==> src/rtl/socc_pkg.sv <==
`default_nettype none
package socc_pkg;

  localparam int MaxObstacles = 32;

  localparam logic [1:0] ACT_CLEAR  = 2'd0;
  localparam logic [1:0] ACT_APPEND = 2'd1;
  localparam logic [1:0] ACT_QUERY  = 2'd2;

  localparam logic [1:0] CFG_X_MAX = 2'd0;
  localparam logic [1:0] CFG_X_MIN = 2'd1;
  localparam logic [1:0] CFG_PEN   = 2'd2;

  localparam logic [13:0]        XMaxReset = 14'd6000;
  localparam logic signed [14:0] XMinReset = -15'sd6000;
  localparam logic [11:0]        PenReset  = 12'd1200;

  localparam int InDataW  = 120;
  localparam int OutDataW = 8;

  typedef struct packed {
    logic signed [14:0] sx;
    logic signed [14:0] sy;
    logic signed [14:0] gx;
    logic signed [14:0] gy;
    logic [11:0]        margin;
  } query_t;

  typedef struct packed {
    logic signed [14:0] cx;
    logic signed [14:0] cy;
    logic [11:0]        rad;
  } obs_t;

  typedef struct packed {
    logic [1:0] action;
    logic       same;
    query_t     q;
    obs_t       o;
  } cmd_t;

endpackage
`default_nettype wire

==> src/rtl/socc_front.sv <==
`default_nettype none
module socc_front (
  input  wire logic                          clk,
  input  wire logic                          rst_n,
  input  wire logic                          in_tvalid,
  output logic                               in_tready,
  input  wire logic [1:0]                    in_tuser,
  input  wire logic [socc_pkg::InDataW-1:0]  in_tdata,
  output logic                               cmd_valid,
  input  wire logic                          cmd_ready,
  output socc_pkg::cmd_t                     cmd
);

  socc_pkg::cmd_t q_r [2];
  logic           wr_ptr_r, rd_ptr_r;
  logic [1:0]     cnt_r;
  socc_pkg::cmd_t in_cmd;
  logic           push, pop;

  always_comb begin
    in_cmd.action   = in_tuser;
    in_cmd.q.sx     = $signed(in_tdata[14:0]);
    in_cmd.q.sy     = $signed(in_tdata[29:15]);
    in_cmd.q.gx     = $signed(in_tdata[44:30]);
    in_cmd.q.gy     = $signed(in_tdata[59:45]);
    in_cmd.q.margin = in_tdata[71:60];
    in_cmd.o.cx     = $signed(in_tdata[86:72]);
    in_cmd.o.cy     = $signed(in_tdata[101:87]);
    in_cmd.o.rad    = in_tdata[113:102];
    in_cmd.same     = (in_tdata[29:0] == in_tdata[59:30]);
  end

  assign in_tready = (cnt_r != 2'd2);
  assign cmd_valid = (cnt_r != 2'd0);
  assign cmd       = q_r[rd_ptr_r];
  assign push      = in_tvalid && in_tready;
  assign pop       = cmd_valid && cmd_ready;

  always_ff @(posedge clk) begin
    if (push) begin
      q_r[wr_ptr_r] <= in_cmd;
    end
  end

  always_ff @(posedge clk) begin
    if (!rst_n) begin
      wr_ptr_r <= 1'b0;
      rd_ptr_r <= 1'b0;
      cnt_r    <= 2'd0;
    end else begin
      if (push) wr_ptr_r <= ~wr_ptr_r;
      if (pop)  rd_ptr_r <= ~rd_ptr_r;
      case ({push, pop})
        2'b10:   cnt_r <= cnt_r + 2'd1;
        2'b01:   cnt_r <= cnt_r - 2'd1;
        default: cnt_r <= cnt_r;
      endcase
    end
  end

endmodule
`default_nettype wire

==> config.mk <==
export PLATFORM = sky130hd
export DESIGN_NAME = socc_front
export DESIGN_NICKNAME = d
export VERILOG_FILES = /design/src/rtl/socc_pkg.sv /design/src/rtl/socc_front.sv
export SDC_FILE = /design/constraint.sdc
export NUM_CORES = 1
export LEC_CHECK = 0
export BUFFER_PORTS_ARGS = -buffer_cell sky130_fd_sc_hd__buf_2
export CAP_MARGIN = 20
export CORE_MARGIN = 2
export CORE_UTILIZATION = 52
export DETAILED_ROUTE_END_ITERATION = 8
export GPL_TIMING_DRIVEN = 0
export PLACE_DENSITY = 0.79
export SYNTH_ARGS = -nofsm -noshare
export SYNTH_HDL_FRONTEND = slang
export SYNTH_SLANG_ARGS = --single-unit
==> constraint.sdc <==
create_clock -name clk -period 7.3 [get_ports clk]
set_input_delay 0 -clock clk [delete_from_list [all_inputs] [get_ports clk]]
set_output_delay 0 -clock clk [all_outputs]
set_load 0.005 [all_outputs]
==> metrics.md <==
| Metric | Value |
|---|---|
| Outcome | completed |
| Worst VDD drop | 0.000266 V |
| Max-slew violations | 0 |
| RSZ-0062 raised after global routing | no |
| WL final | 20700 µm |
| Tightest Pin Transition | 0.765 ns |
| Largest net degree at the start of global routing | 69 |
| Finish-stage setup viols | 0 |
| Fill cells | 1035 |
| FMAX | 449 MHz |
| Synth Instances | 427 |
| Syn_area_per_cell | 21.1 µm² |
| Drt pass-1 iters | 5 |
| Final hold viol count | 0 |
| Critical path's slowest cell | nor2_4 |
| Routed Antenna Nets | 0 |
| Pre-CTS setup slack | 5.04 ns |
| Leak | 4.74 nW |
| CP most frequent cell | buf_12 |
| Power Dens Cells | 329 mW/mm² |
| Num CTS Buffers | 25 |
| Worst-path cell chain | nand2b_1 -> nand2_1 -> nor2_4 -> buf_12 -> buf_12 |
| Min setup slack post-route | 5.07 ns |
| Crit share post-route | 0.305 |
| DR iter-0 viols | 284 |
| Startpoint types | flop |
| CTS hold repair buffers | 118 |
| Mapped Nets | 554 |
| H-tree Lvls | 1 |
| Max-slew headroom | 0.489 |
| YS warnings | 0 |
| Placed cell count | 894 |
| #FFs+latches synth | 239 |
| Share of cells above drive strength 1 | 0.496 |
| Rows | 48 |
| Gr usage total | 0.220 |
| Dpl cell area | 0.0106 mm² |
| Resized cells post-CTS | 0 |
| First-pass GRT wire length | 30800 µm |
| CP Max Fanout | 35 |
| N_diodes | 0 |
| Most common cell after layout, fill and taps aside | buf_2 |
| GPL Wtd Cong | 0.724 |
| Clk sinks | 239 |
| Clk_lat worst skew | 0.51 ns |
| Initial antenna violation count | 0 |
| Mapped Area | 0.00900 mm² |
| Maximum clock insertion buffer count | 3 |
| Hold WS | 0.0365 ns |
| DRC Markers | 0 |
| Initial Utilization | 0.526 |
| Fin util | 0.733 |
| Final instance area | 0.0125 mm² |
| Die X-Extent | 136 µm |
| Final setup TNS | 0 ns |
| Fin crit period | 2.23 ns |
| Total setup buffers inserted after CTS | 0 |
| Clock skew | 0.00636 ns |
| Crit path capture type | flop |
| Die height | 136 µm |
| GR Overflow Total | 0 |
| Syn-to-layout area delta | 39.3% |
| TritonCTS clock tree | built |
| Routed vias | 5352 |
| Vias per Instance | 5.06 |
| Final #Nets | 941 |
| Worst Path Arrival | 2.42 ns |
| Clock transition at path regs | 0.06 ns |
| Die ar. | 0.0184 mm² |
| WL per Instance | 19.6 µm |
| Sequential cell area fraction in the yosys report | 0.792 |
| IO Count | 245 |
| Root buffer cell | clkbuf_16 |
| Most frequent cells in the layout | buf_2, edfxtp_1, dlygate4sd3_1 |
| Pwr Total | 4.13 mW |
| IO Port Bufs | 238 |
| CP Class | reg -> reg |
| Req. time, crit path | 7.50 ns |
| Maxcap violations | 0 |
| DP HPWL | 12400 µm |
| Worst hold path class | in -> reg |
| Area of the core | 0.0171 mm² |
| Cell variety after synth | 24 |
| Non-filler instance count after layout | 1057 |
| Vias in the first global route | 5792 |
| CP peak stage delay | 0.62 ns |
flip-flops by register name, indices dropped and copies added, names as in the netlist, named ones only:
register	count
cnt_r	2
wr_ptr_r	1
rd_ptr_r	1
q_r	234
synth_stat cells (all sizes together):
library cell,number,area [µm²]
edfxtp,234,7030
mux2,117,1320
xor2,20,175
xnor2,14,130
buf,13,90.1
nor4,6,43.8
dfxtp,5,100
and2,3,21.3
nand4,3,18.8
nor2b,2,12.5
a21boi,1,7.51
and3,1,6.26
ha,1,12.5
nand2,1,3.75
nand2b,1,6.26
nand3,1,5.00
nor2,1,3.75
o21ai,1,5.00
or2,1,6.26
or3,1,6.26
kinds of logic (layout without fill, tap and decap cells):
kind of cell             after synthesis  after routing  synth area share
XOR/XNOR                              34             34            0.0339
adder cells (fa/ha/maj)                1              1           0.00139
flip-flops                           239            239             0.792
multiplexers                         117            117             0.146
buffers and inverters                 13            418            0.0100
AND/OR/NAND/NOR                       21             21            0.0149
AO/OA/AOI/OAI                          2              2           0.00139
power breakdown:
part	leakage (nW)	switching (mW)	total [mW]	internal (mW)
sequential	2.23	0.0568	1.83	1.77
clock	0.384	0.496	1.22	0.722
combinational	2.13	0.530	1.08	0.552
path summary, 6_finish.rpt:
kind                            slack, ns      start          to  cells after the start
worst max-delay path                 5.07   cnt_r[0]  q_r[0][13]                      5
worst max register to register       5.07   cnt_r[0]  q_r[0][13]                      5
worst min-delay path                 0.04  in_tvalid    wr_ptr_r                      4
worst min register to register       0.52   cnt_r[1]    cnt_r[1]                      2
layer usage:
metal | share of wire | track usage | up-vias
met5 | 0 | 0 | -
met4 | 0.030 | 0.0758 | 0
met3 | 0.060 | 0.0460 | 48
li1 | - | - | 2459
met2 | 0.54 | 0.412 | 211
met1 | 0.37 | 0.248 | 2634
critical path, delay by kind of cell (launching register included):
kind | cells | cell delay (ns)
and+or+nand+nor | 3 | 0.96
buffers and inverters | 2 | 0.53
DFF | 1 | 0.39
final cells by class:
type                    count  area (µm²)  share of cell area
plain buffers              13        90.1             0.00718
clock buffers              35         683              0.0545
multi-input cells         175        1790               0.143
repair buffers            360        2460               0.196
flip-flops and latches    239        7130               0.568
well taps                 225         282              0.0225
clock inverters            10         104             0.00828
Note: power is estimated with default switching activity, not from simulation.
